## config.mk

```make
export PLATFORM = sky130hd
export DESIGN_NAME = cgpe_ctrl
export DESIGN_NICKNAME = d
export VERILOG_FILES = /design/src/sv/cgpe_pkg.sv /design/src/sv/cgpe_alu.sv /design/src/sv/cgpe_ctrl.sv
export SDC_FILE = /design/constraint.sdc
export NUM_CORES = 1
export LEC_CHECK = 0
export ABC_AREA = 1
export BUFFER_PORTS_ARGS = -buffer_cell sky130_fd_sc_hd__buf_2
export CORE_MARGIN = 3
export CORE_UTILIZATION = 41
export CTS_BUF_LIST = sky130_fd_sc_hd__clkbuf_4 sky130_fd_sc_hd__clkbuf_8
export CTS_CLUSTER_SIZE = 28
export DETAILED_ROUTE_END_ITERATION = 10
export MAX_ROUTING_LAYER = met4
export PLACE_DENSITY = 0.7
export SETUP_SLACK_MARGIN = 0.2
export SYNTH_ARGS = -nofsm -noshare
export SYNTH_HDL_FRONTEND = slang
export SYNTH_SLANG_ARGS = --single-unit
```

## constraint.sdc

```tcl
create_clock -name clk -period 4.6 [get_ports clk]
set_clock_uncertainty 0.05 [all_clocks]
set_input_delay 0.69 -clock clk [delete_from_list [all_inputs] [get_ports clk]]
set_output_delay 0.69 -clock clk [all_outputs]
set_load 0.01 [all_outputs]
```

## src/sv/cgpe_pkg.sv

```systemverilog
`timescale 1ns / 1ps
`default_nettype none
package cgpe_pkg;

  localparam int MAX_NODES = 128;
  localparam int NODE_W    = $clog2(MAX_NODES);
  localparam int CNT_W     = NODE_W + 1;
  localparam int CFG_W     = 8;
  localparam int DIST_W    = 8;
  localparam int PRED_W    = 8;
  localparam int COL_W     = 2;
  localparam int NST_W     = 1 + DIST_W + PRED_W;

  localparam logic [CFG_W-1:0]  CFG_RESET = 8'd128;
  localparam logic [DIST_W-1:0] DIST_INF  = 8'hFF;
  localparam logic [DIST_W-1:0] DIST_MAX  = 8'hFE;
  localparam logic [PRED_W-1:0] PRED_NONE = 8'hFF;
  localparam logic [COL_W-1:0]  COL_EMPTY = 2'd0;

  typedef enum logic [2:0] {
    MODE_CONNECT = 3'd0,
    MODE_COLOUR  = 3'd1,
    MODE_PATH    = 3'd2,
    MODE_REACH   = 3'd3,
    MODE_PRED    = 3'd4
  } mode_t;

  typedef struct packed {
    logic                 adj_we;
    logic [NODE_W-1:0]    adj_wa;
    logic [MAX_NODES-1:0] adj_wd;
    logic [NODE_W-1:0]    adj_ra;
    logic                 col_we;
    logic [NODE_W-1:0]    col_wa;
    logic [COL_W-1:0]     col_wd;
    logic [NODE_W-1:0]    col_ra;
    logic                 nst_we;
    logic [NODE_W-1:0]    nst_wa;
    logic [NST_W-1:0]     nst_wd;
    logic [NODE_W-1:0]    nst_ra;
    logic                 mrk_we;
    logic [NODE_W-1:0]    mrk_wa;
    logic                 mrk_wd;
    logic [NODE_W-1:0]    mrk_ra;
    logic                 que_we;
    logic [NODE_W-1:0]    que_wa;
    logic [NODE_W-1:0]    que_wd;
    logic [NODE_W-1:0]    que_ra;
  } mem_req_t;

  typedef struct packed {
    logic [MAX_NODES-1:0] adj_rd;
    logic [COL_W-1:0]     col_rd;
    logic [NST_W-1:0]     nst_rd;
    logic                 mrk_rd;
    logic [NODE_W-1:0]    que_rd;
  } mem_rsp_t;

endpackage
`default_nettype wire

```

## src/sv/cgpe_alu.sv

```systemverilog
`timescale 1ns / 1ps
`default_nettype none
module cgpe_alu import cgpe_pkg::*; (
  input  logic [DIST_W-1:0] op_a,
  input  logic [DIST_W-1:0] op_b,
  input  logic              inc,
  input  logic              sat,
  output logic [DIST_W-1:0] sum,
  output logic              lt
);

  logic [DIST_W:0] sum_w;

  always_comb begin
    sum_w = {1'b0, op_a} + {{DIST_W{1'b0}}, inc};
    if (sat && (sum_w >= {1'b0, DIST_INF})) begin
      sum = DIST_MAX;
    end else begin
      sum = sum_w[DIST_W-1:0];
    end
    lt = (sum < op_b);
  end

endmodule
`default_nettype wire

```

## src/sv/cgpe_ctrl.sv

```systemverilog
`timescale 1ns / 1ps
`default_nettype none
module cgpe_ctrl import cgpe_pkg::*; (
  input  logic                     clk,
  input  logic                     rst_n,
  input  logic                     start,
  output logic                     busy,
  input  logic [2:0]               in_mode,
  input  logic [NODE_W-1:0]        in_node_a,
  input  logic [NODE_W-1:0]        in_node_b,
  input  logic [COL_W-1:0]         in_color,
  input  logic [CFG_W-1:0]         in_real_count,
  input  logic                     cfg_wr_en,
  input  logic [CFG_W-1:0]         cfg_wr_data,
  output logic                     out_valid,
  output logic [DIST_W-1:0]        out_distance,
  output logic                     out_reachable,
  output logic signed [PRED_W-1:0] out_predecessor,
  output mem_req_t                 mreq,
  input  mem_rsp_t                 mrsp
);

  typedef enum logic [4:0] {
    S_CLR, S_IDLE, S_CON_RA, S_CON_WA, S_CON_RB, S_CON_WB, S_COL,
    S_PRD_RD, S_PRD_OUT, S_P_INIT, S_P_SCAN, S_P_MARK, S_P_RELAX,
    S_P_FIN_RD, S_P_FIN, S_R_CS, S_R_CT, S_R_CHK, S_R_CLR, S_R_SEED,
    S_R_POP, S_R_CUR, S_R_SCAN
  } state_t;

  state_t              state_r, state_nxt;
  logic [CFG_W-1:0]    node_count_r, node_count_nxt;
  logic [CNT_W-1:0]    idx_r, idx_nxt;
  logic                pv_r, pv_nxt;
  logic [NODE_W-1:0]   pidx_r, pidx_nxt;
  logic [NODE_W-1:0]   a_r, a_nxt;
  logic [NODE_W-1:0]   b_r, b_nxt;
  logic [COL_W-1:0]    qc_r, qc_nxt;
  logic [CFG_W-1:0]    real_r, real_nxt;
  logic [CNT_W-1:0]    n_r, n_nxt;
  logic                found_r, found_nxt;
  logic [DIST_W-1:0]   best_r, best_nxt;
  logic [PRED_W-1:0]   bpred_r, bpred_nxt;
  logic [NODE_W-1:0]   cur_r, cur_nxt;
  logic [CNT_W-1:0]    left_r, left_nxt;
  logic [CNT_W-1:0]    head_r, head_nxt;
  logic [CNT_W-1:0]    tail_r, tail_nxt;
  logic [COL_W-1:0]    cs_r, cs_nxt;
  logic                out_valid_r, out_valid_nxt;
  logic [DIST_W-1:0]   out_dist_r, out_dist_nxt;
  logic                out_reach_r, out_reach_nxt;
  logic [PRED_W-1:0]   out_pred_r, out_pred_nxt;

  logic [NODE_W-1:0]   idx_lo;
  logic                issue;
  logic                stream_end;
  logic                nst_vis;
  logic [DIST_W-1:0]   nst_dist;
  logic [PRED_W-1:0]   nst_pred;
  logic                relax_ok;
  logic [CNT_W-1:0]    n_cap;
  logic [DIST_W-1:0]   alu_a, alu_b, alu_sum;
  logic                alu_inc, alu_sat, alu_lt;

  cgpe_alu u_alu (
    .op_a (alu_a),
    .op_b (alu_b),
    .inc  (alu_inc),
    .sat  (alu_sat),
    .sum  (alu_sum),
    .lt   (alu_lt)
  );

  assign idx_lo     = idx_r[NODE_W-1:0];
  assign issue      = (idx_r < n_r);
  assign stream_end = !issue && !pv_r;
  assign nst_vis    = mrsp.nst_rd[NST_W-1];
  assign nst_dist   = mrsp.nst_rd[PRED_W +: DIST_W];
  assign nst_pred   = mrsp.nst_rd[PRED_W-1:0];
  assign n_cap      = (32'(node_count_r) > MAX_NODES) ? CNT_W'(MAX_NODES)
                                                      : CNT_W'(node_count_r);
  assign relax_ok   = (pidx_r != cur_r) && mrsp.adj_rd[pidx_r]
                      && ((32'(pidx_r) < 32'(real_r)) || (pidx_r == b_r))
                      && ((mrsp.col_rd == COL_EMPTY) || (mrsp.col_rd == qc_r));

  always_comb begin
    state_nxt      = state_r;
    node_count_nxt = cfg_wr_en ? cfg_wr_data : node_count_r;
    idx_nxt        = idx_r;
    pv_nxt         = pv_r;
    pidx_nxt       = pidx_r;
    a_nxt          = a_r;
    b_nxt          = b_r;
    qc_nxt         = qc_r;
    real_nxt       = real_r;
    n_nxt          = n_r;
    found_nxt      = found_r;
    best_nxt       = best_r;
    bpred_nxt      = bpred_r;
    cur_nxt        = cur_r;
    left_nxt       = left_r;
    head_nxt       = head_r;
    tail_nxt       = tail_r;
    cs_nxt         = cs_r;
    out_valid_nxt  = 1'b0;
    out_dist_nxt   = out_dist_r;
    out_reach_nxt  = out_reach_r;
    out_pred_nxt   = out_pred_r;

    mreq        = '0;
    mreq.adj_ra = cur_r;
    mreq.adj_wa = a_r;
    mreq.col_ra = idx_lo;
    mreq.col_wa = idx_lo;
    mreq.nst_ra = idx_lo;
    mreq.nst_wa = pidx_r;
    mreq.mrk_ra = idx_lo;
    mreq.mrk_wa = pidx_r;
    mreq.que_ra = head_r[NODE_W-1:0];
    mreq.que_wa = tail_r[NODE_W-1:0];
    mreq.que_wd = pidx_r;

    alu_a   = nst_dist;
    alu_b   = best_r;
    alu_inc = 1'b0;
    alu_sat = 1'b0;

    if ((state_r == S_P_SCAN) || (state_r == S_P_RELAX) || (state_r == S_R_SCAN)) begin
      idx_nxt  = issue ? (idx_r + CNT_W'(1)) : idx_r;
      pv_nxt   = issue;
      pidx_nxt = idx_lo;
    end

    unique case (state_r)
      S_CLR: begin
        mreq.adj_we = 1'b1;
        mreq.adj_wa = idx_lo;
        mreq.col_we = 1'b1;
        mreq.nst_we = 1'b1;
        mreq.nst_wa = idx_lo;
        mreq.nst_wd = {1'b0, DIST_INF, PRED_NONE};
        idx_nxt     = idx_r + CNT_W'(1);
        if (idx_r == CNT_W'(MAX_NODES - 1)) begin
          state_nxt = S_IDLE;
        end
      end
      S_IDLE: begin
        if (start) begin
          a_nxt    = in_node_a;
          b_nxt    = in_node_b;
          qc_nxt   = in_color;
          real_nxt = in_real_count;
          n_nxt    = n_cap;
          idx_nxt  = '0;
          pv_nxt   = 1'b0;
          priority case (in_mode)
            MODE_CONNECT: state_nxt = S_CON_RA;
            MODE_COLOUR:  state_nxt = S_COL;
            MODE_PATH:    state_nxt = S_P_INIT;
            MODE_REACH:   state_nxt = S_R_CS;
            MODE_PRED:    state_nxt = S_PRD_RD;
            default: begin
              out_valid_nxt = 1'b1;
              out_dist_nxt  = '0;
              out_reach_nxt = 1'b0;
              out_pred_nxt  = '0;
            end
          endcase
        end
      end
      S_CON_RA: begin
        mreq.adj_ra = a_r;
        state_nxt   = S_CON_WA;
      end
      S_CON_WA: begin
        mreq.adj_we = 1'b1;
        mreq.adj_wa = a_r;
        mreq.adj_wd = mrsp.adj_rd | (MAX_NODES'(1) << b_r);
        state_nxt   = S_CON_RB;
      end
      S_CON_RB: begin
        mreq.adj_ra = b_r;
        state_nxt   = S_CON_WB;
      end
      S_CON_WB: begin
        mreq.adj_we   = 1'b1;
        mreq.adj_wa   = b_r;
        mreq.adj_wd   = mrsp.adj_rd | (MAX_NODES'(1) << a_r);
        out_valid_nxt = 1'b1;
        out_dist_nxt  = '0;
        out_reach_nxt = 1'b0;
        out_pred_nxt  = '0;
        state_nxt     = S_IDLE;
      end
      S_COL: begin
        mreq.col_we   = 1'b1;
        mreq.col_wa   = a_r;
        mreq.col_wd   = qc_r;
        out_valid_nxt = 1'b1;
        out_dist_nxt  = '0;
        out_reach_nxt = 1'b0;
        out_pred_nxt  = '0;
        state_nxt     = S_IDLE;
      end
      S_PRD_RD: begin
        mreq.nst_ra = a_r;
        state_nxt   = S_PRD_OUT;
      end
      S_PRD_OUT: begin
        out_valid_nxt = 1'b1;
        out_dist_nxt  = '0;
        out_reach_nxt = 1'b0;
        out_pred_nxt  = nst_pred;
        state_nxt     = S_IDLE;
      end
      S_P_INIT: begin
        mreq.nst_we = 1'b1;
        mreq.nst_wa = idx_lo;
        mreq.nst_wd = {1'b0, DIST_INF, PRED_NONE};
        if ((idx_lo == a_r) && (CNT_W'(a_r) < n_r)) begin
          mreq.nst_wd = {1'b0, {DIST_W{1'b0}}, PRED_NONE};
        end
        idx_nxt = idx_r + CNT_W'(1);
        if (idx_r == CNT_W'(MAX_NODES - 1)) begin
          left_nxt  = n_r;
          idx_nxt   = '0;
          pv_nxt    = 1'b0;
          found_nxt = 1'b0;
          state_nxt = (n_r == '0) ? S_P_FIN_RD : S_P_SCAN;
        end
      end
      S_P_SCAN: begin
        if (pv_r && !nst_vis && (!found_r || alu_lt)) begin
          found_nxt = 1'b1;
          best_nxt  = nst_dist;
          bpred_nxt = nst_pred;
          cur_nxt   = pidx_r;
        end
        if (stream_end) begin
          state_nxt = found_r ? S_P_MARK : S_P_FIN_RD;
        end
      end
      S_P_MARK: begin
        mreq.nst_we = 1'b1;
        mreq.nst_wa = cur_r;
        mreq.nst_wd = {1'b1, best_r, bpred_r};
        left_nxt    = left_r - CNT_W'(1);
        idx_nxt     = '0;
        pv_nxt      = 1'b0;
        if ((cur_r == b_r) || (best_r == DIST_INF)) begin
          state_nxt = S_P_FIN_RD;
        end else begin
          state_nxt = S_P_RELAX;
        end
      end
      S_P_RELAX: begin
        alu_a   = best_r;
        alu_b   = nst_dist;
        alu_inc = (mrsp.col_rd == COL_EMPTY);
        alu_sat = 1'b1;
        if (pv_r && relax_ok && alu_lt) begin
          mreq.nst_we = 1'b1;
          mreq.nst_wd = {nst_vis, alu_sum, PRED_W'(cur_r)};
        end
        if (stream_end) begin
          idx_nxt   = '0;
          found_nxt = 1'b0;
          state_nxt = (left_r == '0) ? S_P_FIN_RD : S_P_SCAN;
        end
      end
      S_P_FIN_RD: begin
        mreq.nst_ra = b_r;
        state_nxt   = S_P_FIN;
      end
      S_P_FIN: begin
        out_valid_nxt = 1'b1;
        out_dist_nxt  = (CNT_W'(b_r) >= n_r) ? DIST_INF : nst_dist;
        out_reach_nxt = 1'b0;
        out_pred_nxt  = '0;
        state_nxt     = S_IDLE;
      end
      S_R_CS: begin
        mreq.col_ra = a_r;
        if ((CNT_W'(a_r) >= n_r) || (CNT_W'(b_r) >= n_r)) begin
          out_valid_nxt = 1'b1;
          out_dist_nxt  = '0;
          out_reach_nxt = 1'b0;
          out_pred_nxt  = '0;
          state_nxt     = S_IDLE;
        end else begin
          state_nxt = S_R_CT;
        end
      end
      S_R_CT: begin
        mreq.col_ra = b_r;
        cs_nxt      = mrsp.col_rd;
        state_nxt   = S_R_CHK;
      end
      S_R_CHK: begin
        if ((cs_r != mrsp.col_rd) && (mrsp.col_rd != qc_r)) begin
          out_valid_nxt = 1'b1;
          out_dist_nxt  = '0;
          out_reach_nxt = 1'b0;
          out_pred_nxt  = '0;
          state_nxt     = S_IDLE;
        end else begin
          idx_nxt   = '0;
          state_nxt = S_R_CLR;
        end
      end
      S_R_CLR: begin
        mreq.mrk_we = 1'b1;
        mreq.mrk_wa = idx_lo;
        mreq.mrk_wd = 1'b0;
        idx_nxt     = idx_r + CNT_W'(1);
        if (idx_r == (n_r - CNT_W'(1))) begin
          state_nxt = S_R_SEED;
        end
      end
      S_R_SEED: begin
        mreq.que_we = 1'b1;
        mreq.que_wa = '0;
        mreq.que_wd = a_r;
        mreq.mrk_we = 1'b1;
        mreq.mrk_wa = a_r;
        mreq.mrk_wd = 1'b1;
        head_nxt    = '0;
        tail_nxt    = CNT_W'(1);
        state_nxt   = S_R_POP;
      end
      S_R_POP: begin
        if (head_r < tail_r) begin
          head_nxt  = head_r + CNT_W'(1);
          state_nxt = S_R_CUR;
        end else begin
          out_valid_nxt = 1'b1;
          out_dist_nxt  = '0;
          out_reach_nxt = 1'b0;
          out_pred_nxt  = '0;
          state_nxt     = S_IDLE;
        end
      end
      S_R_CUR: begin
        mreq.adj_ra = mrsp.que_rd;
        cur_nxt     = mrsp.que_rd;
        if (mrsp.que_rd == b_r) begin
          out_valid_nxt = 1'b1;
          out_dist_nxt  = '0;
          out_reach_nxt = 1'b1;
          out_pred_nxt  = '0;
          state_nxt     = S_IDLE;
        end else begin
          idx_nxt   = '0;
          pv_nxt    = 1'b0;
          state_nxt = S_R_SCAN;
        end
      end
      S_R_SCAN: begin
        if (pv_r && mrsp.adj_rd[pidx_r] && (mrsp.col_rd == qc_r) && !mrsp.mrk_rd) begin
          mreq.mrk_we = 1'b1;
          mreq.mrk_wd = 1'b1;
          if (32'(tail_r) < MAX_NODES) begin
            mreq.que_we = 1'b1;
            tail_nxt    = tail_r + CNT_W'(1);
          end
        end
        if (stream_end) begin
          state_nxt = S_R_POP;
        end
      end
      default: state_nxt = S_IDLE;
    endcase
  end

  always_ff @(posedge clk) begin
    if (!rst_n) begin
      state_r      <= S_CLR;
      node_count_r <= CFG_RESET;
      idx_r        <= '0;
      pv_r         <= 1'b0;
      out_valid_r  <= 1'b0;
    end else begin
      state_r      <= state_nxt;
      node_count_r <= node_count_nxt;
      idx_r        <= idx_nxt;
      pv_r         <= pv_nxt;
      out_valid_r  <= out_valid_nxt;
      pidx_r       <= pidx_nxt;
      a_r          <= a_nxt;
      b_r          <= b_nxt;
      qc_r         <= qc_nxt;
      real_r       <= real_nxt;
      n_r          <= n_nxt;
      found_r      <= found_nxt;
      best_r       <= best_nxt;
      bpred_r      <= bpred_nxt;
      cur_r        <= cur_nxt;
      left_r       <= left_nxt;
      head_r       <= head_nxt;
      tail_r       <= tail_nxt;
      cs_r         <= cs_nxt;
      out_dist_r   <= out_dist_nxt;
      out_reach_r  <= out_reach_nxt;
      out_pred_r   <= out_pred_nxt;
    end
  end

  assign busy            = (state_r != S_IDLE);
  assign out_valid       = out_valid_r;
  assign out_distance    = out_dist_r;
  assign out_reachable   = out_reach_r;
  assign out_predecessor = out_pred_r;

endmodule
`default_nettype wire

```

* Word-level counts from Yosys, hierarchy flattened *
Cells that the tools add are included.

storage, ports and cells
  word-level logic and storage cells = 253
  register bits after elaboration = 129
  input port bits = 194

operators by class
  reduce and logical (&&, ||, !) cells = 61
  equal/unequal tests = 55
  order comparisons = 11
  mux-type cells = 94
  add/sub/neg operators = 6
  bitwise gates (word level) = 2
  shifts and indexed selects = 2

operators by type and width
  operator                                           count
  bitwise OR 128 bit                                 2
  case mux 128 bit (2 select lines)                  1
  left shift 1 x 7 -> 128 bit, first input constant  2
  2-to-1 mux 8 bit                                   21
  case mux 8 bit (7 select lines)                    3
  case mux 5 bit (19 select lines)                   1
  case mux 7 bit (2 select lines)                    5
  case mux 17 bit (4 select lines)                   1
  2-to-1 mux 5 bit                                   11
  case mux 8 bit (2 select lines)                    3
  == test 5 x 4 -> 1 bit, second input constant      8
  == test 5 bit, second input constant               7
  AND reduction 8 bit                                4
  == test 7 bit                                      4
  2-to-1 mux 1 bit                                   28
  inequality test 2 bit, second input constant       13
  case mux 5 bit (5 select lines)                    1
  adder 8 x 1 -> 8 bit, second input constant        3
  less-than comparator 8 bit                         3
  case mux 8 bit (3 select lines)                    1
  case mux 7 bit (3 select lines)                    1
  == test 5 x 3 -> 1 bit, second input constant      4
  2-to-1 mux 17 bit                                  1
  >= comparator 7 x 8 -> 1 bit                       2
  50 further kinds                                   101

* Longest topological paths before layout *
Gate-level depths: netlist of the first run.

  word-level depth = 11
  depth in mapped cells = 31

* By module *
A second synthesis of the first run with hierarchy kept.

unflattened totals
  cells, all modules = 2043
  area, all modules = 12710.9 um^2

by module, submodules not included
  module     times used  seq. area each (um^2)  cells an instance  area each (um^2)
  cgpe_ctrl  1           3643.5                 1959               12254.3
  cgpe_alu   1           0.0                    84                 456.7

* Worst setup path before layout of the first run *
Ideal clock, no wire load.

  path kind = flip-flop to flip-flop
  start = register state_r[0]
  end = register best_r[0], enable pin
  buffers on the path = 3
  setup slack = 0.125 ns
  arrival = 4.037 ns
  cell stages (with the launch flop) = 27
  clock period less this slack = 4.475 ns
  path through = dfxtp_1 > nor2_4 > nand3_2 > buf_6 > clkbuf_1 > clkbuf_1 > nor3_1 > ha_1 > ha_1 > inv_1 > nand3_1 > nand2_2 > nor2_2 > nand3_1 > nor2_1 > nand3_1 > nand2_2 > nand2_4 > nand2_1 > ha_1 > a21oi_1 > nor2_1 > a211oi_1 > nand2_1 > nand2_1 > nand2_1 > nor2_1

between the ends
  word-level cells in the longest chain between the ends = 10

ends and longest elaborated chain
  element                                                      line              source
  from (decl)                                                  cgpe_ctrl.sv:30   state_t state_r, state_nxt;
  from (signal assigned)                                       cgpe_ctrl.sv:382  state_r <= state_nxt;
  == test 5 x 4 -> 1 bit                                       cgpe_ctrl.sv:133  unique case (state_r)
  2-to-1 mux 8 bit / 2-to-1 mux 1 bit (equally long branches)  cgpe_ctrl.sv:133
  adder 8 x 1 -> 9 bit                                         cgpe_alu.sv:15    sum_w = {1'b0, op_a} + {{DIST_W{1'b0}}, inc};
  >= comparator 9 x 8 -> 1 bit                                 cgpe_alu.sv:16    if (sat && (sum_w >= {1'b0, DIST_INF})) begin
  logical AND 1 bit                                            cgpe_alu.sv:16
  2-to-1 mux 8 bit                                             cgpe_alu.sv:16
  less-than comparator 8 bit                                   cgpe_alu.sv:21    lt = (sum < op_b);
  logical OR 1 bit                                             cgpe_ctrl.sv:232  if (pv_r && !nst_vis && (!found_r || alu_lt)) begin
  logical AND 1 bit                                            cgpe_ctrl.sv:232
  AND reduction 3 bit (no source line) (*)                     n/a
  to (signal assigned)                                         cgpe_ctrl.sv:394  best_r <= best_nxt;
  to (decl)                                                    cgpe_ctrl.sv:41   logic [DIST_W-1:0] best_r, best_nxt;

Mark *: on every way between the ends. The rest lies on a longest branch, timed or not.
A chain may end at the register's enable or synchronous reset.

==> impl_metrics.prom, run 1 <==
# TYPE chip_impl_metric gauge
chip_impl_metric{name="synth_area",unit="sq mm"} 0.01262
chip_impl_metric{name="synth_top_cell_area_share",unit="%"} 25.22
chip_impl_info{name="timing.critical_path.from_type",value="register"} 1
chip_impl_metric{name="cts.reportedPaths.clkPinSlew",unit="ns"} 0.11
chip_impl_metric{name="filler_cell_count",unit=""} 3101
chip_impl_metric{name="floorplan.die.height",unit="um"} 181.5
chip_impl_metric{name="wl",unit="um"} 67100
chip_impl_metric{name="critPathMaxFanout",unit=""} 6
chip_impl_metric{name="finalSetupViolations",unit=""} 0
chip_impl_metric{name="synth_enable_flop_cells",unit=""} 106
chip_impl_metric{name="first_iter_violations",unit=""} 2130
chip_impl_metric{name="synth-warning-count",unit=""} 0
chip_impl_metric{name="ir_worst_vdd",unit="mV"} 0.1844
chip_impl_metric{name="final-seq-area",unit="sq mm"} 0.003659
chip_impl_metric{name="syn_avg_cell_area",unit="sq um"} 6.459
chip_impl_metric{name="first_pass_iters",unit=""} 5
chip_impl_metric{name="max-slew-margin-rel",unit="%"} 22.17
chip_impl_metric{name="post_route_utilization",unit="%"} 54.19
chip_impl_metric{name="report.power.total",unit="mW"} 3.282
chip_impl_metric{name="die_area",unit="sq mm"} 0.03292
chip_impl_metric{name="final_layout_size_suffix_gt1_share",unit="%"} 27.20
chip_impl_metric{name="syn_inst",unit=""} 1954
chip_impl_metric{name="routed_wirelength_normalized_by_instance_count",unit="um"} 24.01
chip_impl_metric{name="worst_ep_required_time",unit="ns"} 3.86
chip_impl_metric{name="area_growth",unit="%"} 28.62
chip_impl_metric{name="met2_length",unit="um"} 30940
chip_impl_info{name="hp-class",value="primary input to register"} 1
chip_impl_metric{name="cts_made_buffers",unit=""} 17
chip_impl_metric{name="timing.final.crit_share",unit="%"} 99.90
chip_impl_metric{name="gpl.final_weighted_congestion",unit=""} 1.062
chip_impl_info{name="outcome",value="finished clean"} 1
chip_impl_metric{name="yosys.cell_types.count",unit=""} 52
chip_impl_metric{name="drt.antenna.violating_nets",unit=""} 0
chip_impl_metric{name="grt_pass1_vias",unit=""} 15311
chip_impl_metric{name="number_of_nets_in_the_synthesized_netlist",unit=""} 2197
chip_impl_metric{name="io-pin-count",unit=""} 443
chip_impl_metric{name="buffer_ports.inserted",unit=""} 442
chip_impl_metric{name="fin_nets",unit=""} 2623
chip_impl_metric{name="cts.path.max_buffers",unit=""} 2
chip_impl_metric{name="setup_total_neg_slack",unit="ns"} 0
chip_impl_metric{name="number_of_synthesized_register_bits",unit=""} 129
chip_impl_metric{name="detail_route.vias_per_cell",unit=""} 5.724
chip_impl_metric{name="cellLeakagePower",unit="nW"} 7.972
chip_impl_metric{name="synth_sequential_area_ratio",unit="%"} 28.87
chip_impl_info{name="highest_layer",value="met4"} 1
chip_impl_metric{name="leftover_overflow_at_the_end_of_global_routing",unit=""} 0
chip_impl_metric{name="final-hold-violation-count",unit=""} 0
chip_impl_metric{name="worst_pin_slew",unit="ns"} 1.159
chip_impl_metric{name="async_reset_ff_share",unit="%"} 0
chip_impl_metric{name="met3_length",unit="um"} 6793
chip_impl_metric{name="grt_start_max_net_pins",unit=""} 96
chip_impl_metric{name="antenna_violations_before_repair",unit=""} 15
chip_impl_metric{name="groute.usage.overall",unit="%"} 39.83
chip_impl_metric{name="dp_hpwl",unit="um"} 54290
chip_impl_info{name="worst-setup-path-type",value="register to output port"} 1
chip_impl_info{name="ctsRootBufferMaster",value="sky130_fd_sc_hd__clkbuf_8"} 1
chip_impl_metric{name="core-area",unit="sq mm"} 0.02995
chip_impl_info{name="critical_path.endpoint_type",value="output port"} 1
chip_impl_metric{name="route.layer.met1.wl",unit="um"} 25840
chip_impl_metric{name="multiInputGateArea",unit="sq mm"} 0.007502
chip_impl_metric{name="worstPathArrival",unit="ns"} 3.86
chip_impl_metric{name="dr_total_vias",unit=""} 15999
chip_impl_metric{name="power.density",unit="mW/mm^2"} 202.2
chip_impl_metric{name="drc",unit=""} 0
chip_impl_metric{name="grt_first_pass_wirelength",unit="um"} 96470
chip_impl_info{name="predominant_post_synthesis_flop_cell",value="sky130_fd_sc_hd__edfxtp_1"} 1
chip_impl_info{name="rsz0062_at_grt",value="true"} 1
chip_impl_metric{name="cts.sinks",unit=""} 129
chip_impl_info{name="synthTopCellsByArea",value="sky130_fd_sc_hd__edfxtp_1 25%, sky130_fd_sc_hd__nand2_1 13%, sky130_fd_sc_hd__inv_1 9.2%, sky130_fd_sc_hd__a21oi_1 9.2%, sky130_fd_sc_hd__o21ai_0 7.0%"} 1
chip_impl_metric{name="initial_standard_cell_utilization_of_the_core",unit="%"} 42.13
chip_impl_metric{name="clk-insertion-delay-late",unit="ns"} 0.46
chip_impl_metric{name="cts.htree.levels",unit=""} 4
chip_impl_metric{name="cell_rows",unit=""} 63
chip_impl_metric{name="final.min_clock_period",unit="ns"} 4.595
chip_impl_metric{name="die-width",unit="um"} 181.5
chip_impl_metric{name="fmax",unit="MHz"} 217.6
chip_impl_info{name="tritoncts",value="done"} 1
chip_impl_metric{name="slew_viol_final",unit=""} 0
chip_impl_metric{name="fin_hold_ws",unit="ns"} 0.3370
chip_impl_info{name="synth_largest_area_cell",value="sky130_fd_sc_hd__edfxtp_1"} 1
chip_impl_metric{name="cts_hold_buf",unit=""} 0
chip_impl_metric{name="max_cap_violations",unit=""} 0
[power breakdown]
group          total, mW  leakage [nW]  switching, mW  internal (mW)
clock               1.08         0.215          0.616          0.467
combinational      0.876          6.62          0.566          0.310
sequential          1.32          1.14         0.0405           1.28
[path summary, 6_finish.rpt]
check	start	end	slack (ns)	cells past startpoint
setup / recovery	state_r[0]$_SDFFE_PN0P_	mreq[50]	0.005	25
hold / removal	in_node_a[5]	a_r[5]$_DFFE_PP_	0.34	1
setup reg to reg	state_r[0]$_SDFFE_PN0P_	cur_r[6]$_DFFE_PP_	0.61	28
hold reg to reg	node_count_r[7]$_SDFFE_PN1P_	n_r[7]$_SDFFCE_PN1P_	0.43	0
[synthesized netlist by cell type, types with 14 or more instances]
cell	instances
sky130_fd_sc_hd__inv_1	310
sky130_fd_sc_hd__edfxtp_1	106
sky130_fd_sc_hd__o21ai_0	176
sky130_fd_sc_hd__nand3_1	33
sky130_fd_sc_hd__buf_4	15
sky130_fd_sc_hd__a21oi_1	232
sky130_fd_sc_hd__nor2_1	217
sky130_fd_sc_hd__a221oi_1	15
sky130_fd_sc_hd__nand2_1	427
sky130_fd_sc_hd__a22oi_1	16
sky130_fd_sc_hd__xnor2_1	22
sky130_fd_sc_hd__dfxtp_1	23
sky130_fd_sc_hd__buf_2	14
sky130_fd_sc_hd__o221ai_1	25
sky130_fd_sc_hd__clkbuf_1	68
sky130_fd_sc_hd__nand4_1	15
sky130_fd_sc_hd__nor3_1	24
sky130_fd_sc_hd__ha_1	49
sky130_fd_sc_hd__xor2_1	29
[per-layer routing]
layer  up-vias  track usage (%)
met5         -                -
met4         0            18.71
met3       183            6.951
met2      1070            62.89
met1      7457            49.81
li1       7289                -
[critical path, cell delays in order, from the launching register on]
cell and delay [ns]:
sky130_fd_sc_hd__dfxtp_4 0.37, sky130_fd_sc_hd__nor2_4 0.16, sky130_fd_sc_hd__inv_2 0.07, sky130_fd_sc_hd__nor2_4 0.19, sky130_fd_sc_hd__buf_6 0.12, sky130_fd_sc_hd__o21ai_2 0.06
sky130_fd_sc_hd__ha_4 0.18, sky130_fd_sc_hd__ha_4 0.17, sky130_fd_sc_hd__inv_2 0.07, sky130_fd_sc_hd__nand3_2 0.09, sky130_fd_sc_hd__nand2_2 0.09, sky130_fd_sc_hd__nor2_2 0.04
sky130_fd_sc_hd__nand3_1 0.06, sky130_fd_sc_hd__nor2_1 0.05, sky130_fd_sc_hd__nand3_1 0.08, sky130_fd_sc_hd__nand2_2 0.06, sky130_fd_sc_hd__nand2_4 0.13, sky130_fd_sc_hd__nand2_1 0.13
sky130_fd_sc_hd__ha_1 0.21, sky130_fd_sc_hd__a21oi_2 0.12, sky130_fd_sc_hd__nor2_1 0.06, sky130_fd_sc_hd__a211oi_2 0.25, sky130_fd_sc_hd__nand3_4 0.19, sky130_fd_sc_hd__buf_6 0.17
sky130_fd_sc_hd__o21ai_2 0.11, sky130_fd_sc_hd__buf_2 0.14
[logic make-up (layout without fill, tap and decap cells)]
family	after synthesis	after routing	synth area share [%]
AND/OR/NAND/NOR	765	765	25.23
buffers and inverters	436	875	13.76
AO/OA/AOI/OAI	524	524	23.74
XOR/XNOR	51	51	3.539
flip-flops	129	129	28.87
adder cells (fa/ha/maj)	49	49	4.858
other	0	12	0
[registers in the layout (all words and copies together) (netlist names), 8 cells and up]
name	cells
n_r	8
out_distance	8
left_r	8
tail_r	8
head_r	8
idx_r	8
out_predecessor	8
node_count_r	8
bpred_r	8
best_r	8
real_r	8
[layout by cell type (no fill, tap or decap), types with 6 or more instances in the layout]
master | synthesis | final
sky130_fd_sc_hd__a21oi_1 | 232 | 227
sky130_fd_sc_hd__a221oi_1 | 15 | 15
sky130_fd_sc_hd__a22oi_1 | 16 | 16
sky130_fd_sc_hd__buf_12 | 0 | 7
sky130_fd_sc_hd__buf_2 | 14 | 441
sky130_fd_sc_hd__buf_4 | 15 | 64
sky130_fd_sc_hd__buf_6 | 3 | 6
sky130_fd_sc_hd__clkbuf_8 | 0 | 17
sky130_fd_sc_hd__dfxtp_1 | 23 | 19
sky130_fd_sc_hd__diode_2 | 0 | 12
sky130_fd_sc_hd__edfxtp_1 | 106 | 106
sky130_fd_sc_hd__ha_1 | 49 | 44
sky130_fd_sc_hd__inv_1 | 310 | 306
sky130_fd_sc_hd__inv_2 | 10 | 10
sky130_fd_sc_hd__nand2_1 | 427 | 415
sky130_fd_sc_hd__nand2_2 | 10 | 18
sky130_fd_sc_hd__nand2_4 | 6 | 10
sky130_fd_sc_hd__nand3_1 | 33 | 30
sky130_fd_sc_hd__nand4_1 | 15 | 15
sky130_fd_sc_hd__nor2_1 | 217 | 212
sky130_fd_sc_hd__nor2_4 | 6 | 9
sky130_fd_sc_hd__nor3_1 | 24 | 21
sky130_fd_sc_hd__nor4_1 | 13 | 13
sky130_fd_sc_hd__o2111ai_1 | 7 | 7
sky130_fd_sc_hd__o211ai_1 | 13 | 13
sky130_fd_sc_hd__o21ai_0 | 176 | 171
sky130_fd_sc_hd__o21ai_2 | 12 | 14
sky130_fd_sc_hd__o221ai_1 | 25 | 25
sky130_fd_sc_hd__xnor2_1 | 22 | 22
sky130_fd_sc_hd__xor2_1 | 29 | 29
[timing repair]
item | 4_1_cts | 5_1_grt
pin swaps | 22 | 15
cloned | 0 | 0
buffers inserted | 16 | 4
hold endpoints to repair | 0 | 0
endpoints found under the setup margin | 17 | 116
gates resized for setup | 52 | 25
[cell type report]
cell class,instances,share of cell area (%)
inverters,325,7.607
repair buffers,518,17.84
well taps,390,3.006
multi-input cells,1389,46.22
flip-flops and latches,129,22.54
clock inverters,15,1.172
diodes,12,0.1850
clock buffers,17,1.441
[through the flow]
stage	cells	worst slack, ns	instance area, sq um
CTS	2779	0.03769	16090
finish	2795	0.004515	16230
global placement	2731	0.09054	15330
detailed placement	2731	0.07532	15330
global route	2794	-0.2520	16230
floorplan	1954	0.2841	12620
Power figures use the tool's default switching activity.
==> run 2: changes to the inputs <==
--- a/config.mk
+++ b/config.mk
@@ -7,6 +7,7 @@
 export LEC_CHECK = 0
 export ABC_AREA = 1
 export BUFFER_PORTS_ARGS = -buffer_cell sky130_fd_sc_hd__buf_2
+export CORE_ASPECT_RATIO = 0.75
 export CORE_MARGIN = 3
 export CORE_UTILIZATION = 41
 export CTS_BUF_LIST = sky130_fd_sc_hd__clkbuf_4 sky130_fd_sc_hd__clkbuf_8
@@ -14,7 +15,8 @@
 export DETAILED_ROUTE_END_ITERATION = 10
 export MAX_ROUTING_LAYER = met4
 export PLACE_DENSITY = 0.7
-export SETUP_SLACK_MARGIN = 0.2
+export SETUP_SLACK_MARGIN = 0.3
+export SKIP_CTS_REPAIR_TIMING = 1
 export SYNTH_ARGS = -nofsm -noshare
 export SYNTH_HDL_FRONTEND = slang
 export SYNTH_SLANG_ARGS = --single-unit
==> impl_metrics.prom, run 2 (synthesis results as in run 1) <==
# TYPE chip_impl_metric gauge
chip_impl_info{name="outcome",value="finished with violations"} 1
chip_impl_info{name="violations",value="setup timing"} 1
chip_impl_metric{name="final.min_clock_period",unit="ns"} 4.640
chip_impl_info{name="most-common-layout-cells",value="442 x sky130_fd_sc_hd__buf_2, 415 x sky130_fd_sc_hd__nand2_1, 305 x sky130_fd_sc_hd__inv_1, 230 x sky130_fd_sc_hd__a21oi_1, 213 x sky130_fd_sc_hd__nor2_1"} 1
chip_impl_info{name="critical_path.endpoint_type",value="output port"} 1
chip_impl_metric{name="max-slew-margin-rel",unit="%"} 20.18
chip_impl_metric{name="cts_made_buffers",unit=""} 17
chip_impl_info{name="critical-path-top-delay-family",value="simple AND/OR/NAND/NOR gates"} 1
chip_impl_metric{name="ir_worst_vdd",unit="mV"} 0.3023
chip_impl_metric{name="critical-path-max-stage-delay",unit="ns"} 0.36
chip_impl_metric{name="core-area",unit="sq mm"} 0.02966
chip_impl_metric{name="wl",unit="um"} 60490
chip_impl_metric{name="timing.final.crit_share",unit="%"} 100.9
chip_impl_metric{name="drc",unit=""} 0
chip_impl_metric{name="timing.final.ws_setup",unit="ns"} -0.04020
chip_impl_info{name="hp-class",value="primary input to register"} 1
chip_impl_metric{name="setup_total_neg_slack",unit="ns"} -0.2883
chip_impl_metric{name="filler_cell_count",unit=""} 3107
chip_impl_metric{name="final_layout_size_suffix_gt1_share",unit="%"} 26.43
chip_impl_info{name="critPathSlowestCell",value="sky130_fd_sc_hd__dfxtp_4"} 1
chip_impl_metric{name="postPlaceCellArea",unit="sq mm"} 0.01524
chip_impl_metric{name="cts.reportedPaths.clkPinSlew",unit="ns"} 0.08
chip_impl_metric{name="grt_pass1_vias",unit=""} 14198
chip_impl_metric{name="gpl.final_weighted_congestion",unit=""} 1.012
chip_impl_metric{name="initial_standard_cell_utilization_of_the_core",unit="%"} 42.55
chip_impl_info{name="timing.critical_path.from_type",value="register"} 1
chip_impl_metric{name="post_route_utilization",unit="%"} 53.71
chip_impl_metric{name="fin_hold_ws",unit="ns"} 0.3295
chip_impl_metric{name="cts.sinks",unit=""} 129
chip_impl_metric{name="buffer_ports.inserted",unit=""} 442
chip_impl_metric{name="io-pin-count",unit=""} 443
chip_impl_info{name="final_common_cell",value="sky130_fd_sc_hd__buf_2"} 1
chip_impl_metric{name="drt.antenna.violating_nets",unit=""} 0
chip_impl_metric{name="post-place-cells",unit=""} 2721
chip_impl_metric{name="final-hold-violation-count",unit=""} 0
chip_impl_metric{name="die-width",unit="um"} 208.6
chip_impl_metric{name="detail_route.vias_per_cell",unit=""} 5.586
chip_impl_metric{name="worstPathArrival",unit="ns"} 3.90
chip_impl_metric{name="worst_ep_required_time",unit="ns"} 3.86
chip_impl_metric{name="fin_nets",unit=""} 2606
chip_impl_metric{name="cts.path.max_buffers",unit=""} 2
chip_impl_info{name="rsz0062_at_grt",value="true"} 1
chip_impl_metric{name="finalSetupViolations",unit=""} 9
chip_impl_metric{name="fmax",unit="MHz"} 215.5
chip_impl_metric{name="slew_viol_final",unit=""} 0
chip_impl_metric{name="cell_rows",unit=""} 54
chip_impl_metric{name="area_growth",unit="%"} 26.23
chip_impl_metric{name="grt_start_max_net_pins",unit=""} 96
chip_impl_metric{name="die_area",unit="sq mm"} 0.03295
chip_impl_metric{name="layoutNonFillerInstCount",unit=""} 2771
chip_impl_metric{name="cts.htree.levels",unit=""} 4
chip_impl_metric{name="leftover_overflow_at_the_end_of_global_routing",unit=""} 0
chip_impl_metric{name="critPathMaxFanout",unit=""} 10
chip_impl_metric{name="first_iter_violations",unit=""} 1890
chip_impl_info{name="ctsRootBufferMaster",value="sky130_fd_sc_hd__clkbuf_8"} 1
chip_impl_metric{name="cellLeakagePower",unit="nW"} 7.836
chip_impl_metric{name="first_pass_iters",unit=""} 6
chip_impl_metric{name="critical_path_buf_inv_count",unit=""} 4
chip_impl_metric{name="power.density",unit="mW/mm^2"} 194.1
chip_impl_metric{name="grt_first_pass_wirelength",unit="um"} 87540
chip_impl_info{name="tritoncts",value="done"} 1
chip_impl_metric{name="dp_hpwl",unit="um"} 48410
chip_impl_metric{name="groute.usage.overall",unit="%"} 36.14
chip_impl_metric{name="routed_wirelength_normalized_by_instance_count",unit="um"} 21.83
chip_impl_info{name="worst-setup-path-type",value="register to output port"} 1
chip_impl_metric{name="floorplan.die.height",unit="um"} 157.9
chip_impl_metric{name="antenna_violations_before_repair",unit=""} 3
chip_impl_metric{name="worst_pin_slew",unit="ns"} 1.190
chip_impl_metric{name="max_cap_violations",unit=""} 0
chip_impl_metric{name="clk-insertion-delay-late",unit="ns"} 0.49
chip_impl_metric{name="post-route-cell-area",unit="sq mm"} 0.01593
chip_impl_metric{name="dr_total_vias",unit=""} 15478
[run 2: cell types whose count changed in the layout (fill, tap and decap cells not counted), sizes merged]
| cell | previous run | this run |
|---|---|---|
| clkinv | 9 | 12 |
| clkinvlp | 1 | 4 |
| inv | 329 | 323 |
| buf | 518 | 501 |
| diode | 12 | 3 |
[run 2: stage by stage]
step	worst slack, ns	total power, mW
5_1_grt	-0.3372	3.224
4_1_cts	-0.2888	3.066
6_report	-0.04020	3.092
3_5_place_dp	0.1204	2.129
3_3_place_gp	0.1596	2.127
2_1_floorplan	0.3350	1.748
[run 2: report_power, final]
group	leakage, nW	switching [mW]	total, mW	internal, mW
sequential	1.14	0.0508	1.33	1.28
combinational	6.51	0.518	0.811	0.293
clock	0.182	0.518	0.948	0.430
[run 2: layout make-up]
type | instances | area (sq um) | area share [%]
tap | 392 | 490.5 | 3.079
inverter | 325 | 1241 | 7.791
clock inverter | 15 | 131.4 | 0.8246
antenna | 3 | 7.507 | 0.04712
sequential | 129 | 3651 | 22.92
clock buffer | 17 | 234.0 | 1.469
multi-input combinational | 1389 | 7430 | 46.63
timing repair buffer | 501 | 2746 | 17.24
[run 2: worst register-to-register path, cell delays in order (launching register included)]
cell                      delay, ns
sky130_fd_sc_hd__dfxtp_4       0.36
sky130_fd_sc_hd__nor2_4        0.20
sky130_fd_sc_hd__inv_2         0.08
sky130_fd_sc_hd__nor2_4        0.15
sky130_fd_sc_hd__nand2_1       0.07
sky130_fd_sc_hd__o21ai_1       0.08
sky130_fd_sc_hd__ha_2          0.23
sky130_fd_sc_hd__ha_4          0.17
sky130_fd_sc_hd__inv_4         0.05
sky130_fd_sc_hd__nand3_2       0.07
sky130_fd_sc_hd__nand2_2       0.07
sky130_fd_sc_hd__nor2_2        0.07
sky130_fd_sc_hd__nand3_1       0.08
sky130_fd_sc_hd__nor2_1        0.11
sky130_fd_sc_hd__nand3_1       0.10
sky130_fd_sc_hd__nand2_2       0.08
sky130_fd_sc_hd__nand2_4       0.10
sky130_fd_sc_hd__nand2_1       0.12
sky130_fd_sc_hd__ha_1          0.25
sky130_fd_sc_hd__a21oi_1       0.17
sky130_fd_sc_hd__nand2_2       0.10
sky130_fd_sc_hd__nand2_2       0.09
sky130_fd_sc_hd__buf_4         0.11
sky130_fd_sc_hd__nand2_1       0.06
sky130_fd_sc_hd__nand2_1       0.07
sky130_fd_sc_hd__nand2_1       0.09
sky130_fd_sc_hd__nor2_2        0.27
sky130_fd_sc_hd__buf_12        0.20
[run 2: worst paths after layout]
check	endpoint	from	depth (start not counted)	slack [ns]
hold / removal	a_r[4]$_DFFE_PP_	in_node_a[4]	1	0.33
hold reg to reg	n_r[7]$_SDFFCE_PN1P_	node_count_r[7]$_SDFFE_PN1P_	0	0.42
setup / recovery	mreq[48]	state_r[1]$_SDFFE_PN0P_	25	-0.04
setup reg to reg	bpred_r[1]$_DFFE_PP_	state_r[1]$_SDFFE_PN0P_	27	0.64
[run 2: metal layers]
metal / global-route usage [%] / vias up / routed length, um
li1: - / 7226 / -
met1: 49.97 / 7195 / 26100
met2: 50.48 / 954 / 25160
met3: 10.92 / 103 / 7199
met4: 11.57 / 0 / 2035
met5: - / - / 0
==> run 3: changes to the inputs <==
--- a/config.mk
+++ b/config.mk
@@ -8,7 +8,6 @@
 export ABC_AREA = 1
 export BUFFER_PORTS_ARGS = -buffer_cell sky130_fd_sc_hd__buf_2
 export CORE_ASPECT_RATIO = 0.75
-export CORE_MARGIN = 3
 export CORE_UTILIZATION = 41
 export CTS_BUF_LIST = sky130_fd_sc_hd__clkbuf_4 sky130_fd_sc_hd__clkbuf_8
 export CTS_CLUSTER_SIZE = 28
==> impl_metrics.prom, run 3 (synthesis results as in run 1) <==
# TYPE chip_impl_metric gauge
chip_impl_metric{name="dp_hpwl",unit="um"} 48820
chip_impl_metric{name="initial_standard_cell_utilization_of_the_core",unit="%"} 41.78
chip_impl_metric{name="post-place-cells",unit=""} 2738
chip_impl_metric{name="final.min_clock_period",unit="ns"} 4.730
chip_impl_metric{name="critical-path-max-stage-delay",unit="ns"} 0.36
chip_impl_metric{name="critPathMaxFanout",unit=""} 5
chip_impl_metric{name="power.density",unit="mW/mm^2"} 201.2
chip_impl_metric{name="max-slew-margin-rel",unit="%"} 16.76
chip_impl_info{name="violations",value="setup timing"} 1
chip_impl_metric{name="clk-insertion-delay-late",unit="ns"} 0.51
chip_impl_metric{name="post_route_utilization",unit="%"} 53.32
chip_impl_metric{name="wl",unit="um"} 61010
chip_impl_metric{name="die-width",unit="um"} 204.6
chip_impl_metric{name="report.power.total",unit="mW"} 3.242
chip_impl_info{name="outcome",value="finished with violations"} 1
chip_impl_metric{name="drc",unit=""} 0
chip_impl_metric{name="worstPathArrival",unit="ns"} 3.99
chip_impl_info{name="critical_path.endpoint_type",value="output port"} 1
chip_impl_info{name="final_common_cell",value="sky130_fd_sc_hd__buf_2"} 1
chip_impl_metric{name="first_iter_violations",unit=""} 1782
chip_impl_metric{name="antenna_violations_before_repair",unit=""} 3
chip_impl_info{name="rsz0062_at_grt",value="true"} 1
chip_impl_metric{name="first_pass_iters",unit=""} 5
chip_impl_info{name="ctsRootBufferMaster",value="sky130_fd_sc_hd__clkbuf_8"} 1
chip_impl_metric{name="final_layout_size_suffix_gt1_share",unit="%"} 26.65
chip_impl_info{name="timing.critical_path.from_type",value="register"} 1
chip_impl_metric{name="finalSetupViolations",unit=""} 17
chip_impl_metric{name="grt_start_max_net_pins",unit=""} 96
chip_impl_metric{name="die_area",unit="sq mm"} 0.03150
chip_impl_metric{name="routed_wirelength_normalized_by_instance_count",unit="um"} 21.85
chip_impl_metric{name="dr_total_vias",unit=""} 15686
chip_impl_metric{name="post-route-cell-area",unit="sq mm"} 0.01611
chip_impl_metric{name="worst_pin_slew",unit="ns"} 1.239
chip_impl_metric{name="detail_route.vias_per_cell",unit=""} 5.618
chip_impl_metric{name="fin_hold_ws",unit="ns"} 0.3004
chip_impl_metric{name="core-area",unit="sq mm"} 0.03021
chip_impl_info{name="most-common-layout-cells",value="442 x sky130_fd_sc_hd__buf_2, 421 x sky130_fd_sc_hd__nand2_1, 307 x sky130_fd_sc_hd__inv_1, 229 x sky130_fd_sc_hd__a21oi_1, 211 x sky130_fd_sc_hd__nor2_1"} 1
chip_impl_metric{name="final-hold-violation-count",unit=""} 0
chip_impl_metric{name="cts.reportedPaths.clkPinSlew",unit="ns"} 0.09
chip_impl_info{name="timing.critical_path.mode_cell",value="sky130_fd_sc_hd__nor2_2"} 1
chip_impl_info{name="worst-setup-path-type",value="register to output port"} 1
chip_impl_metric{name="floorplan.die.height",unit="um"} 153.9
chip_impl_metric{name="cellLeakagePower",unit="nW"} 7.946
chip_impl_metric{name="slew_viol_final",unit=""} 0
chip_impl_metric{name="timing.final.ws_setup",unit="ns"} -0.1301
chip_impl_metric{name="grt_pass1_vias",unit=""} 14146
chip_impl_metric{name="critical_path_buf_inv_count",unit=""} 4
chip_impl_metric{name="cts_made_buffers",unit=""} 17
chip_impl_metric{name="gpl.final_weighted_congestion",unit=""} 1.087
chip_impl_metric{name="cell_rows",unit=""} 55
chip_impl_metric{name="drt.antenna.violating_nets",unit=""} 0
chip_impl_metric{name="groute.usage.overall",unit="%"} 38.57
chip_impl_metric{name="fmax",unit="MHz"} 211.4
chip_impl_metric{name="layoutNonFillerInstCount",unit=""} 2792
chip_impl_info{name="critical-path-top-delay-family",value="simple AND/OR/NAND/NOR gates"} 1
chip_impl_metric{name="area_growth",unit="%"} 27.63
chip_impl_metric{name="buffer_ports.inserted",unit=""} 442
chip_impl_metric{name="max_cap_violations",unit=""} 0
chip_impl_metric{name="leftover_overflow_at_the_end_of_global_routing",unit=""} 0
chip_impl_info{name="tritoncts",value="done"} 1
chip_impl_info{name="critPathSlowestCell",value="sky130_fd_sc_hd__dfxtp_4"} 1
chip_impl_metric{name="cts.path.max_buffers",unit=""} 2
chip_impl_metric{name="cts.sinks",unit=""} 129
chip_impl_metric{name="fin_nets",unit=""} 2621
chip_impl_info{name="hp-class",value="primary input to register"} 1
chip_impl_metric{name="grt_first_pass_wirelength",unit="um"} 87730
chip_impl_metric{name="io-pin-count",unit=""} 443
chip_impl_metric{name="timing.final.crit_share",unit="%"} 102.8
chip_impl_metric{name="setup_total_neg_slack",unit="ns"} -1.634
chip_impl_metric{name="cts.htree.levels",unit=""} 4
chip_impl_metric{name="dp_slack",unit="ns"} 0.09411
chip_impl_metric{name="worst_ep_required_time",unit="ns"} 3.86
chip_impl_metric{name="ir_worst_vdd",unit="mV"} 0.2597
chip_impl_metric{name="postPlaceCellArea",unit="sq mm"} 0.01529
-- run 3: cell types whose count changed in the layout (fill, tap and decap cells not counted), moves of 4 or more --
cell	previous run	this run
sky130_fd_sc_hd__nand2_2	20	15
sky130_fd_sc_hd__nor2_2	4	8
sky130_fd_sc_hd__nand2_1	415	421
sky130_fd_sc_hd__buf_4	51	63
-- run 3: path summary, 6_finish.rpt --
check | cells past startpoint | slack, ns | end | startpoint
worst min-delay path | 1 | 0.30 | b_r[0]$_DFFE_PP_ | in_node_b[0]
worst max register to register | 26 | 0.77 | cur_r[0]$_DFFE_PP_ | state_r[1]$_SDFFE_PN0P_
worst max-delay path | 25 | -0.13 | mreq[47] | state_r[1]$_SDFFE_PN0P_
worst min register to register | 2 | 0.43 | node_count_r[2]$_SDFFE_PN0P_ | node_count_r[2]$_SDFFE_PN0P_
-- run 3: layout make-up --
| cell class | instances | area [sq um] |
|---|---|---|
| inverters | 325 | 1235 |
| diodes | 3 | 7.507 |
| well taps | 399 | 499.2 |
| fillers | 3112 | 14100 |
| repair inverters | 1 | 5.005 |
| multi-input cells | 1389 | 7413 |
| flip-flops and latches | 129 | 3657 |
| clock buffers | 20 | 262.8 |
| repair buffers | 515 | 2873 |
| clock inverters | 11 | 155.1 |
-- run 3: metal layers --
metal / part of all wire [%] / vias up / GRT usage [%]
li1: - / 7271 / -
met1: 44 / 7325 / 55.35
met2: 42 / 1005 / 53.76
met3: 11 / 85 / 8.330
met4: 2.6 / 0 / 10.55
met5: 0 / - / -
-- run 3: where the power goes --
group	switching (mW)	internal (mW)	leakage [nW]
registers	0.0342	1.28	1.14
clock network	0.519	0.564	0.211
logic	0.547	0.296	6.59
